**src/sv/gdai_pkg.sv**
```systemverilog
// shared types and constants for the gyro dead-band angle integrator
package gdai_pkg;

    localparam int NUM_AXES        = 3;
    localparam int RATE_W          = 16;
    localparam int ABS_W           = 15;
    localparam int SUM_W           = 23;
    localparam int CNT_W           = 8;
    localparam int THR_W           = 15;
    localparam int GAIN_W          = 24;
    localparam int ANGLE_W         = 48;
    localparam int PROD_W          = RATE_W + GAIN_W + 1;
    localparam int RECIP_W         = 32;
    localparam int RECIP_SHIFT     = 31;
    localparam int CAL_SAMPLES_DEF = 200;

    localparam logic [GAIN_W-1:0] GAIN_RESET = 24'd2308974;

    // 360 degrees in Q15.32, and the saturation limits of the angle
    localparam logic signed [ANGLE_W-1:0] DEG360    = 48'sh0168_0000_0000;
    localparam logic signed [ANGLE_W-1:0] ANGLE_MAX = {1'b0, {(ANGLE_W-1){1'b1}}};
    localparam logic signed [ANGLE_W-1:0] ANGLE_MIN = {1'b1, {(ANGLE_W-1){1'b0}}};

    // sample kinds carried in tuser
    localparam logic ACT_CAL = 1'b0;
    localparam logic ACT_INT = 1'b1;

    typedef logic signed [RATE_W-1:0]  t_rate;
    typedef logic        [THR_W-1:0]   t_thr;
    typedef logic        [GAIN_W-1:0]  t_gain;
    typedef logic signed [ANGLE_W-1:0] t_angle;

    // per-word step controls handed to the axis and calibration units
    typedef struct packed {
        logic cal_en;
        logic int_en;
    } t_step_ctl;

endpackage

```
**src/sv/gdai_axis.sv**
```systemverilog
// one axis: dead band, rate times gain and saturating angle accumulator
module gdai_axis (
    input  logic                i_clk,
    input  logic                i_rst_n,
    input  gdai_pkg::t_step_ctl i_ctl,
    input  gdai_pkg::t_rate     i_rate,
    input  gdai_pkg::t_thr      i_thr,
    input  gdai_pkg::t_gain     i_gain,
    output gdai_pkg::t_angle    o_angle,
    output gdai_pkg::t_angle    o_angle_next
);

    localparam int RW = gdai_pkg::RATE_W;
    localparam int PW = gdai_pkg::PROD_W;
    localparam int AW = gdai_pkg::ANGLE_W;

    gdai_pkg::t_angle    r_angle;
    gdai_pkg::t_angle    n_angle;
    logic [RW:0]         w_mag;
    gdai_pkg::t_rate     w_rate;
    logic signed [PW-1:0] w_prod;
    logic signed [AW:0]  w_sum;
    gdai_pkg::t_angle    w_sat;

    always_comb begin
        // magnitude, with the most negative rate kept at 32768
        w_mag  = i_rate[RW-1] ? (RW+1)'(-{i_rate[RW-1], i_rate})
                              : (RW+1)'({i_rate[RW-1], i_rate});
        w_rate = (w_mag < (RW+1)'(i_thr)) ? '0 : i_rate;
        // signed rate times unsigned gain
        w_prod = PW'(w_rate) * PW'($signed({1'b0, i_gain}));
        w_sum  = (AW+1)'(r_angle) + (AW+1)'(w_prod);
        // saturate on overflow, then clear at exactly plus or minus 360
        if (w_sum[AW] != w_sum[AW-1]) begin
            w_sat = w_sum[AW] ? gdai_pkg::ANGLE_MIN : gdai_pkg::ANGLE_MAX;
        end else begin
            w_sat = w_sum[AW-1:0];
        end
        if (w_sat == gdai_pkg::DEG360 || w_sat == -gdai_pkg::DEG360) begin
            n_angle = '0;
        end else begin
            n_angle = w_sat;
        end
        o_angle_next = i_ctl.int_en ? n_angle : r_angle;
    end

    always_ff @(posedge i_clk) begin
        if (!i_rst_n) begin
            r_angle <= '0;
        end else if (i_ctl.int_en) begin
            r_angle <= n_angle;
        end
    end

    assign o_angle = r_angle;

endmodule
```
**config.mk**
```make
export PLATFORM = sky130hd
export DESIGN_NAME = gdai_axis
export DESIGN_NICKNAME = d
export VERILOG_FILES = /design/src/sv/gdai_pkg.sv /design/src/sv/gdai_axis.sv
export SDC_FILE = /design/constraint.sdc
export NUM_CORES = 1
export LEC_CHECK = 0
export ABC_AREA = 1
export BUFFER_PORTS_ARGS = -buffer_cell sky130_fd_sc_hd__clkbuf_2
export CORE_MARGIN = 2
export CORE_UTILIZATION = 30
export DETAILED_ROUTE_END_ITERATION = 10
export GPL_ROUTABILITY_DRIVEN = 1
export SYNTH_ARGS = -nofsm -noshare
export SYNTH_HDL_FRONTEND = slang
export SYNTH_SLANG_ARGS = --single-unit
```
**constraint.sdc**
```tcl
create_clock -name i_clk -period 10 [get_ports i_clk]
set_input_delay 0.5 -clock i_clk [delete_from_list [all_inputs] [get_ports i_clk]]
set_output_delay 0.5 -clock i_clk [all_outputs]
set_load 0.03 [all_outputs]
```
# After elaboration in Yosys (flattened, before gate mapping)
# Index checks and enable logic that the tools add are counted.
# classes
magnitude_cmp	1
n_addsub	2
reduce_logical	1
n_eq_ne	3
mul	1
n_mux	6
# ops
op	count
two-way mux 48 bit	4
equality test 48 x 42 -> 1 bit, second input constant	2
adder 48 x 41 -> 49 bit	1
multiplier 16 x 25 -> 41 bit	1
< comparator 17 x 15 -> 1 bit	1
two-way mux 17 bit	1
negator 17 bit	1
two-way mux 16 bit	1
logical OR 1 bit	1
inequality test 1 bit	1
# word_totals
in_bits	59
ff_bits	48
out_inout_bits	96
word_cells	15

# Logic depth before layout (Yosys ltp)
# depth
ltp_word	12
mapped_depth	57
mapped_depth_nobuf	55

# Worst setup path before layout
# OpenSTA, ideal clock, no wires.
# synth_path
path_kind	in2out
startpoint	in i_rate[15]
endpoint	out o_angle_next[39]
t_required_ps	9500
path_slack_ps	963
arrival_ps	8537
n_path_buf	5
stages	47
path_cell_list	clkbuf_1 > clkinv_1 > a31oi_1 > nor2_1 > xor2_1 > ha_1 > nand2_1 > nor2_1 > a211oi_1 > a21oi_1 > nor2_1 > buf_2 > nor2_1 > buf_2 > nand2_1 > fa_1 > inv_1 > fa_1 > [... 11 more ...] > a21oi_1 > nand2_1 > nand2_1 > nand2_1 > nand2_1 > nand4_1 > nand2_2 > nand2_8 > buf_6 > nand2_1 > nand3_1 > nor2_1 > nand2_1 > nor2_2 > nand2_2 > buf_6 > nand2_2 > nand2_1
# synth_between
elab_chain_cells	12
elab_cells_between_ends	14
classes_between	add/sub (2); mul (1); order compare (1); eq/ne (3); mux (6); reduce/logical (1)
# synth_lines
element	line	source
start: declaration	gdai_axis.sv:6	input gdai_pkg::t_rate i_rate,
negator 17 bit	gdai_axis.sv:27	w_mag = i_rate[RW-1] ? (RW+1)'(-{i_rate[RW-1], i_rate})
two-way mux 17 bit	gdai_axis.sv:27	
< comparator 17 x 15 -> 1 bit	gdai_axis.sv:29	w_rate = (w_mag < (RW+1)'(i_thr)) ? '0 : i_rate;
two-way mux 16 bit (*)	gdai_axis.sv:29	
multiplier 16 x 25 -> 41 bit (*)	gdai_axis.sv:31	w_prod = PW'(w_rate) * PW'($signed({1'b0, i_gain}));
adder 48 x 41 -> 49 bit (*)	gdai_axis.sv:32	w_sum = (AW+1)'(r_angle) + (AW+1)'(w_prod);
two-way mux 48 bit / inequality test 1 bit (equally long branches)	gdai_axis.sv:35, gdai_axis.sv:34	
two-way mux 48 bit (*)	gdai_axis.sv:34	if (w_sum[AW] != w_sum[AW-1]) begin
equality test 48 x 42 -> 1 bit	gdai_axis.sv:39	if (w_sat == gdai_pkg::DEG360 || w_sat == -gdai_pkg::DEG360) begin
logical OR 1 bit	gdai_axis.sv:39	
two-way mux 48 bit (*)	gdai_axis.sv:39	
two-way mux 48 bit (*)	-	
end: declaration	gdai_axis.sv:10	output gdai_pkg::t_angle o_angle_next
# Every way passes the cells marked *; elsewhere a longest branch is shown, timed or not.

# Worst setup path after layout
# layout_path
startpoint	in i_rate[0]
endpoint	out o_angle_next[35]
# Same word-level chain as after synthesis.

==> impl_metrics.yaml <==
clock_tree:
  cts_sinks: 48
  cts_buffer_depth: 2
  cts_tree: "done"
  clkLatencyLatePin_ns: 0.33
  numCtsBuffers: 5
  root_buffer: "clkbuf_16"
  htreeDepth: 2
  path_clk_slew_ns: 0.09
route:
  first_pass_iters: 5
  drt-initial-drc-count: 1181
  ant_nets: 0
  drc: 0
  wl_um: 63600
  vias: 17087
  via_per_inst: 4.59
  wire_per_inst_um: 17.1
cells_and_area:
  largest_reg_flops: 48
  stdcell_count: 3722
  fill_cells: 6512
  design_area_mm2: 0.0227
  syn_to_final_growth_pct: 21.8
  nets: 3462
  diodes: 0
  drive_above_1_share_pct: 18.0
die:
  row_count: 91
  fp.dieW_um: 253
  dieArea_mm2: 0.0642
  io_pins: 155
  core_mm2: 0.0616
  initial_core_util_pct: 30.3
  die_h_um: 253
global_routing:
  antenna_found_initial: 0
  grt_max_degree: 54
  grt_overflow_total: 0
  grt_pass1_vias: 16854
  track_usage_pct: 19.7
  grt_pass1_wl_um: 97200
flow_run:
  maxCapViolCount: 0
synth:
  synth_common_cells: "nand2_1, inv_1, fa_1"
  ys.flop_type: "dfxtp_1"
  yosys_warnings: 0
  synth_most_common_cell: "nand2_1"
  synth.distinct_cells: 39
  synth-edff-count: 0
  yosys.area.top_type: "fa_1"
  synthArstFlopShare_pct: 0
  netlist_area_mm2: 0.0187
  ys_seq_area_share_pct: 5.15
  syn-num-nets: 3219
  synthCells: 2641
  syn_avg_cell_area_um2: 7.07
  synth.top_cell.area_share_pct: 37.3
  synthTopCellsByArea: "fa_1, nand2_1, inv_1"
  ys_ff_latch: 48
setup_path:
  cp_slowest_stage_delay_ns: 0.54
  r2r_start: "o_angle[15]"
  path_class: "primary input to primary output"
  endpoint_kind: "primary output"
  slowest_stage: "fa_1"
  cp.arrival_ns: 9.15
  start_kind: "primary input"
  reg2reg_depth: 30
  critPathTopFamily: "adder cells"
  r2r-end: "o_angle[35]"
  path_buf_inv: 15
  timing.critical_path.required_ns: 9.50
  rrSetupSlack_ns: 4.01
  crit_fanout: 8
run_status:
  status: "completed"
place:
  post-place-cells: 3678
  gp_congestion: 0.959
  placedInstanceArea_mm2: 0.0212
  place_hpwl_um: 53700
  numPortBuffers: 153
sta:
  slew_headroom_pct: 31.7
  whs_ns: 0.527
  rsz0062_at_grt: "yes"
  worst_pin_slew_ns: 1.02
  slew_viol_final: 0
  timing.fmax_mhz: 104
  min_period_ns: 9.65
  setup_viol: 0
  final.setup_skew_ns: 0.0159
  finalHoldViolCount: 0
  min_period_over_period_pct: 96.5
worst_hold_path:
  hold_end: "o_angle[46]"
  hold-path-cell-count: 2
  hp-class: "flip-flop to flip-flop"
  hp-start: "o_angle[46]"
[what timing repair did]
action / in CTS / in global routing
hold buffers: 0 / 0
pin swaps: 0 / 57
gates cloned: 0 / 6
resized for setup: 4 / 269
buffers inserted: 0 / 30
endpoints found under the hold margin: 0 / 0
setup endpoints to repair: 4 / 49
[cell type report]
class	count	area (µm²)	share of cell area [%]
Inverter	646	2430	10.7
Sequential cell	48	961	4.22
Clock inverter	3	68.8	0.303
Timing Repair Buffer	308	2380	10.5
Tap cell	837	1050	4.60
Clock buffer	5	125	0.550
Multi-Input combinational cell	1875	15700	69.2
[cell families (layout without fill, tap and decap cells)]
kind of cell | after synthesis | count (layout) | synth area share (%)
xor gates and xnor gates | 40 | 40 | 1.88
and+or+nand+nor | 1144 | 1146 | 24.5
buffers and inverters | 720 | 962 | 14.8
adders and majority gates | 519 | 519 | 48.8
DFF | 48 | 48 | 5.15
AOI/OAI and AO/OA | 170 | 170 | 4.91
[worst max path at each step]
| stage | to | start | cells after the start | slack [ns] |
|---|---|---|---|---|
| after floorplan | o_angle_next[39] | i_rate[15] | 47 | 0.96 |
| after global placement | o_angle_next[35] | i_rate[0] | 53 | 0.04 |
| after detailed placement | o_angle_next[35] | i_rate[0] | 52 | -0.02 |
| after CTS | o_angle_next[35] | i_rate[0] | 52 | 0.02 |
| after global routing | o_angle_next[35] | i_rate[4] | 51 | -0.06 |
| final | o_angle_next[35] | i_rate[0] | 54 | 0.35 |
[layout by cell type, fill, tap and decap left out, drive strengths merged, types with 15 or more instances in the layout]
master,synthesis,layout
o21ai,26,26
o21bai,15,15
nand4,16,16
dfxtp,48,48
xor2,32,32
nand2,749,751
clkbuf,48,149
a21oi,118,118
inv,639,644
fa,348,348
buf,26,164
nand3,63,63
ha,171,171
nor2,297,297
[layer usage]
layer  GRT usage (%)  part of all wire, %
met5               0                    0
met4            3.14                  1.9
met1            27.9                   45
met3            3.29                  7.6
met2            31.9                   45
[per-stage QoR]
stage                     util (%)  setup WS [ns]  TNS, ns
after global routing          36.9        -0.0586   -0.626
after floorplan                  -          0.963        0
after detailed placement      34.5        -0.0248  -0.0275
final                         36.9          0.347        0
after CTS                     34.8         0.0158        0
after global placement        34.5         0.0426        0
[worst min-delay path: stages (launching register included)]
cell,delay [ns]
dfxtp_1,0.34
nand2_1,0.09
a21oi_1,0.06
Power is not shown: default switching activity piles up to over one toggle a cycle in this logic, so the estimate is an artifact.
