File: config.mk
export PLATFORM = sky130hd
export DESIGN_NAME = gdai_cal
export DESIGN_NICKNAME = d
export VERILOG_FILES = /design/src/sv/gdai_pkg.sv /design/src/sv/gdai_cal.sv
export SDC_FILE = /design/constraint.sdc
export NUM_CORES = 2
export LEC_CHECK = 0
export BUFFER_PORTS_ARGS = -buffer_cell sky130_fd_sc_hd__clkbuf_2
export CORE_MARGIN = 4
export CORE_UTILIZATION = 63
export CTS_CLUSTER_DIAMETER = 150
export CTS_CLUSTER_SIZE = 28
export DETAILED_ROUTE_END_ITERATION = 6
export GPL_TIMING_DRIVEN = 0
export MAX_ROUTING_LAYER = met4
export PLACE_DENSITY = 0.8
export SYNTH_ARGS = -nofsm -noshare
export SYNTH_HDL_FRONTEND = slang
export SYNTH_SLANG_ARGS = --single-unit
File: constraint.sdc
create_clock -name i_clk -period 19.6 [get_ports i_clk]
set_clock_uncertainty 0.2 [all_clocks]
set_input_delay 1.96 -clock i_clk [delete_from_list [all_inputs] [get_ports i_clk]]
set_output_delay 1.96 -clock i_clk [all_outputs]
set_load 0.01 [all_outputs]
File: src/sv/gdai_pkg.sv
// shared types and constants for the gyro dead-band angle integrator
package gdai_pkg;

    localparam int NUM_AXES        = 3;
    localparam int RATE_W          = 16;
    localparam int ABS_W           = 15;
    localparam int SUM_W           = 23;
    localparam int CNT_W           = 8;
    localparam int THR_W           = 15;
    localparam int GAIN_W          = 24;
    localparam int ANGLE_W         = 48;
    localparam int PROD_W          = RATE_W + GAIN_W + 1;
    localparam int RECIP_W         = 32;
    localparam int RECIP_SHIFT     = 31;
    localparam int CAL_SAMPLES_DEF = 200;

    localparam logic [GAIN_W-1:0] GAIN_RESET = 24'd2308974;

    // 360 degrees in Q15.32, and the saturation limits of the angle
    localparam logic signed [ANGLE_W-1:0] DEG360    = 48'sh0168_0000_0000;
    localparam logic signed [ANGLE_W-1:0] ANGLE_MAX = {1'b0, {(ANGLE_W-1){1'b1}}};
    localparam logic signed [ANGLE_W-1:0] ANGLE_MIN = {1'b1, {(ANGLE_W-1){1'b0}}};

    // sample kinds carried in tuser
    localparam logic ACT_CAL = 1'b0;
    localparam logic ACT_INT = 1'b1;

    typedef logic signed [RATE_W-1:0]  t_rate;
    typedef logic        [THR_W-1:0]   t_thr;
    typedef logic        [GAIN_W-1:0]  t_gain;
    typedef logic signed [ANGLE_W-1:0] t_angle;

    // per-word step controls handed to the axis and calibration units
    typedef struct packed {
        logic cal_en;
        logic int_en;
    } t_step_ctl;

endpackage

File: src/sv/gdai_cal.sv
// calibration unit: absolute-rate sums, sample count and dead-band thresholds
module gdai_cal #(
    parameter int CAL_SAMPLES = gdai_pkg::CAL_SAMPLES_DEF
) (
    input  logic                i_clk,
    input  logic                i_rst_n,
    input  gdai_pkg::t_step_ctl i_ctl,
    input  gdai_pkg::t_rate     i_rate [gdai_pkg::NUM_AXES],
    output gdai_pkg::t_thr      o_thr  [gdai_pkg::NUM_AXES],
    output logic                o_done
);

    localparam int NA   = gdai_pkg::NUM_AXES;
    localparam int SW   = gdai_pkg::SUM_W;
    localparam int CW   = gdai_pkg::CNT_W;
    localparam int RW   = gdai_pkg::RECIP_W;
    localparam int AW   = gdai_pkg::ABS_W;
    localparam int TW   = gdai_pkg::THR_W;
    localparam int PW   = SW + RW;
    // reciprocal of the run length, exact for any sum below 2^23
    localparam logic [RW-1:0] RECIP =
        RW'(((64'd1 << gdai_pkg::RECIP_SHIFT) + 64'(CAL_SAMPLES) - 64'd1) / 64'(CAL_SAMPLES));
    localparam logic [CW-1:0] CNT_END = CW'(CAL_SAMPLES);

    logic [SW-1:0]  r_sum [NA];
    logic [SW-1:0]  n_sum [NA];
    logic [CW-1:0]  r_cnt;
    logic [CW-1:0]  n_cnt;
    gdai_pkg::t_thr r_thr [NA];
    logic [AW-1:0]  w_abs [NA];
    logic [PW-1:0]  w_prod [NA];
    gdai_pkg::t_thr w_quot [NA];

    // saturated absolute value, running sums and quotient by reciprocal
    always_comb begin
        for (int i = 0; i < NA; i++) begin
            if (i_rate[i] == {1'b1, {(gdai_pkg::RATE_W-1){1'b0}}}) begin
                w_abs[i] = {AW{1'b1}};
            end else if (i_rate[i][gdai_pkg::RATE_W-1]) begin
                w_abs[i] = AW'(-i_rate[i]);
            end else begin
                w_abs[i] = AW'(i_rate[i]);
            end
            n_sum[i]  = r_sum[i] + SW'(w_abs[i]);
            w_prod[i] = PW'(n_sum[i]) * PW'(RECIP);
            w_quot[i] = w_prod[i][gdai_pkg::RECIP_SHIFT +: TW];
        end
        n_cnt  = r_cnt + CW'(1);
        o_done = i_ctl.cal_en && (n_cnt >= CNT_END);
    end

    // state update on each calibration word
    always_ff @(posedge i_clk) begin
        if (!i_rst_n) begin
            r_cnt <= '0;
            for (int i = 0; i < NA; i++) begin
                r_sum[i] <= '0;
                r_thr[i] <= '0;
            end
        end else if (i_ctl.cal_en) begin
            if (o_done) begin
                r_cnt <= '0;
                for (int i = 0; i < NA; i++) begin
                    r_sum[i] <= '0;
                    r_thr[i] <= w_quot[i];
                end
            end else begin
                r_cnt <= n_cnt;
                for (int i = 0; i < NA; i++) begin
                    r_sum[i] <= n_sum[i];
                end
            end
        end
    end

    assign o_thr = r_thr;

endmodule

# ---- Word level (Yosys, flattened, before mapping)
# Memories as Yosys holds them, arrays and structs flattened.
# Index checks and enable logic that the tools add are counted.
dict set report classes {
  div 0
  n_reduce_logical 2
  n_eq_ne 3
  addsub 7
  n_mux 22
  shift 0
  n_mul 3
  n_lt_le_gt_ge 1
  n_bitwise 6
}
# cell count
set op_table {}
lappend op_table {{$mul 23x24->46 const B} 3}
lappend op_table {{$mux 23} 6}
lappend op_table {{$mux 15} 6}
lappend op_table {{$add 23x15->23} 3}
lappend op_table {{$eq 16x16->1 const B} 3}
lappend op_table {{$neg 15->15} 3}
lappend op_table {{$mux 1} 9}
lappend op_table {{$add 8x1->8 const B} 1}
lappend op_table {{$ge 8x8->1 const B} 1}
lappend op_table {{$mux 8} 1}
lappend op_table {{$or 1x1->1} 6}
lappend op_table {{$reduce_and 2->1} 1}
lappend op_table {{$logic_and 1x1->1} 1}
dict set report totals {
  mem_bits_rw 69
  romBits 0
  word_cells 49
  latch_bits 0
  output_inout_bits 46
  in_bits 52
  reg_bits 53
  n_memories 1
}
# memory words word_bits read_ports rd_ports_with_merged_regs wr line
set mem_list {}
lappend mem_list {r_sum 3 23 3 0 3 gdai_cal.sv:25} ;# logic [SW-1:0] r_sum [NA];

# ---- Depth between registers and ports, before layout
dict set report depth {
  depth_word 9
  mapped_depth 45
  depth_no_buf 44
}

# ---- Worst setup path after synthesis
# OpenSTA, ideal clock, no wires.
dict set report synth_timing {
  kind {input to register}
  from {input i_rate[32] in the netlist's numbering}
  to {register r_thr (netlist bit o_thr[42])}
  setup_slack_ps 7906
  arrival_ps 11431
  n_path_buf 1
  required_time_ps 19338
  path_stages 43
  setup_time_ps 62
  path_cell_list {inv_1 -> ha_1 -> nand2_1 -> or3_1 -> or3_1 -> nor3_1 -> nand3b_1 -> clkbuf_1 -> nand2_1 -> ha_1 -> o21a_1 -> o21a_1 -> a2111oi_0 -> o31ai_1 -> a31o_2 -> nand4_1 -> xor2_1 -> inv_1 -> (+7 left out) -> inv_1 -> fa_1 -> inv_1 -> fa_1 -> fa_1 -> inv_1 -> ha_1 -> ha_1 -> a21o_1 -> a221oi_1 -> o21a_1 -> o211a_1 -> a21oi_1 -> a31oi_1 -> and3b_1 -> o21ai_0 -> mux2_2 -> nand3_1}
}
# element line
set synth_lines {}
lappend synth_lines {{from (decl)} gdai_cal.sv:8} ;# input gdai_pkg::t_rate i_rate [gdai_pkg::NUM_AXES],
lappend synth_lines {{to (signal, indexed assignment)} gdai_cal.sv:65} ;# r_thr[i] <= w_quot[i];
lappend synth_lines {{to (decl)} gdai_cal.sv:29} ;# gdai_pkg::t_thr r_thr [NA];

==> key figures <==
Critical path
  • Crit-path max FO: 5
  • CP max stage delay: 0.85 ns
  • CP required: 19.82 ns
  • Setup Crit Path Kind: primary input to register
  • Crit path top cell by count: fa_1
  • CP max-delay cell: a2111oi_2
  • CP arrival: 13.69 ns
  • Worst setup EP type: register
  • Top Family by Delay on Critical Path: adder cells
  • Startpoint types: primary input
  • Number of buffers and inverters on the critical path: 7

Synthesis
  • Ranking of synthesized cells by area: fa_1, ha_1, inv_1
  • Most common cell in the netlist: inv_1
  • Synth unique cells: 71
  • Share of synthesized registers carrying an async set or reset: 0
  • YS warnings: 0
  • Synth Instances: 3602
  • Post-synthesis cell area: 0.0348 mm²
  • Area share of the largest cell type after synthesis: 0.332
  • EDFF count, synth: 69
  • Sequential-to-total area share from yosys stat: 0.0900
  • Post-synth top cells: inv_1, ha_1, fa_1
  • Syn_area_per_cell: 9.66 µm²
  • Flop and latch count out of synthesis: 122
  • Syn Nets: 4997
  • Top cell type by total area after synthesis: fa_1
  • Top_reg_cell synth: edfxtp_1

Clock network
  • Reg clk slew, reported paths: 0.07 ns
  • Total CTS buffers: 17
  • Clock sinks: 122
  • CTS root buffer: clkbuf_16
  • H-tree depth: 4
  • # resized after CTS: 0
  • Clock latency on the worst-skew pair: 0.50 ns
  • Hold buffer count at CTS: 0
  • CTS max path bufs: 2
  • CTS tree: done
  • Postcts setup bufs: 0

STA
  • F_max: 74.3 MHz
  • RSZ-0062 raised after global routing: no
  • Final WS setup: 6.14 ns
  • Sum of negative setup slack: 0 ns
  • Fin. max-slew vios: 0
  • # setup viols final: 0
  • Period minus WS final: 13.46 ns
  • Period utilization: 0.687
  • Slew of the pin with the lowest slew margin: 1.30 ns
  • Slew margin rel.: 0.130
  • Final Hold Fails: 0

Global route
  • Routing usage on met3: 0.0664
  • Largest net degree at the start of global routing: 70
  • GR peak layer: met2
  • Met1 usage: 0.408
  • Met2 usage: 0.482
  • GRT Overall Usage: 0.308
  • Number of antenna violations at the first check in global routing: 1
  • Number of global-route vias before repair: 26400
  • Gr ovfl total: 0
  • First-pass GRT wire length: 139 mm

Job
  • Total of max-cap violations: 0

Die
  • Core ar.: 0.0542 mm²
  • Rows: 85
  • Boundary Pins: 98
  • DIE HEIGHT: 243 µm
  • Die footprint: 0.0591 mm²
  • Initial core utilization: 0.642
  • Die Wd: 243 µm

Route
  • 1st-iter DRT viols: 1461
  • # DRC: 0
  • Vias per Instance: 5.61
  • Number of nets with antenna violations after routing: 0
  • Drt first pass iters: 6
  • Wire length per cell: 19.2 µm
  • Via count: 24800
  • Total wire length: 84.9 mm

Cells and area
  • Non-filler cells, final: 4427
  • Share of cells above drive strength 1: 0.0413
  • # diodes: 0
  • Final #Nets: 5113
  • Synth-to-Final Area Change: 5.74%

Placed design
  • # port buffers: 96
  • Pre-CTS setup slack: 5.96 ns
  • Dpl cells: 4395
  • Routability Congestion: 0.988
  • HPWL after detailed placement: 75.0 mm

Worst hold path
  • Path category of the worst min-delay check: register to register

Status
  • Result of the run: completed
-- state kept, by name (all words and copies together) (netlist names) --
name,count
r_sum,69
o_thr,45
r_cnt,8
-- final timing paths --
kind | depth (start not counted) | from | endpoint | slack (ns)
max | 41 | i_rate[16] | o_thr[28] | 6.14
min reg2reg | 2 | o_thr[3] | o_thr[3] | 0.25
min | 2 | o_thr[3] | o_thr[3] | 0.25
max reg2reg | 32 | r_sum[0][24] | o_thr[28] | 9.14
-- area by class of cell --
type / instances / area (µm²)
fillers: 4188 / 17400
well taps: 696 / 871
clock inverters: 15 / 178
plain buffers: 30 / 113
clock buffers: 17 / 425
multi-input cells: 2422 / 27700
flip-flops and latches: 122 / 3130
inverters: 1028 / 3860
repair buffers: 97 / 508
-- placed cells by master, fill, tap and decap left out, types with 25 or more instances in the layout --
master and n:
ha_1 765, clkbuf_2 96, nand3_1 42, dfxtp_1 53, o21ai_0 85, a21o_1 64
xnor2_1 69, xor2_1 75, edfxtp_1 69, clkbuf_1 28, or3_1 25, nor3_1 37
a21oi_1 108, nor2_1 114, fa_1 578, inv_1 1026, nand2_1 167
-- worst min-delay path: stages, from the launching register on --
cell,delay [ns]
dfxtp_1,0.31
nand2_1,0.05
a21oi_1,0.05
-- routing by layer --
layer,vias to the layer above,part of all wire
met4,0,0.028
met5,-,0
met1,12200,0.43
met3,137,0.080
li1,11700,-
met2,836,0.46
-- per-stage QoR --
stage / hold slack (ns) / utilization / area [µm²]
6_report: 0.254 / 0.679 / 36800
2_1_floorplan: 0.265 / - / 34800
4_1_cts: 0.256 / 0.678 / 36800
3_3_place_gp: 0.240 / 0.667 / 36200
5_1_grt: 0.281 / 0.679 / 36800
3_5_place_dp: 0.245 / 0.667 / 36200
-- logic make-up (layout without fill, tap and decap cells) --
group / Yosys count / in the layout / share of synthesized area
AO/OA/AOI/OAI: 413 / 413 / 0.0780
adder cells (fa/ha/maj): 1343 / 1343 / 0.607
buffers and inverters: 1058 / 1187 / 0.114
flip-flops: 122 / 122 / 0.0900
multiplexers: 6 / 6 / 0.00187
AND/OR/NAND/NOR: 514 / 514 / 0.0715
XOR/XNOR: 146 / 146 / 0.0371
Power is left out: the tool's default activity adds up to more than one toggle a clock period on the data nets, which glitch-free logic cannot reach.
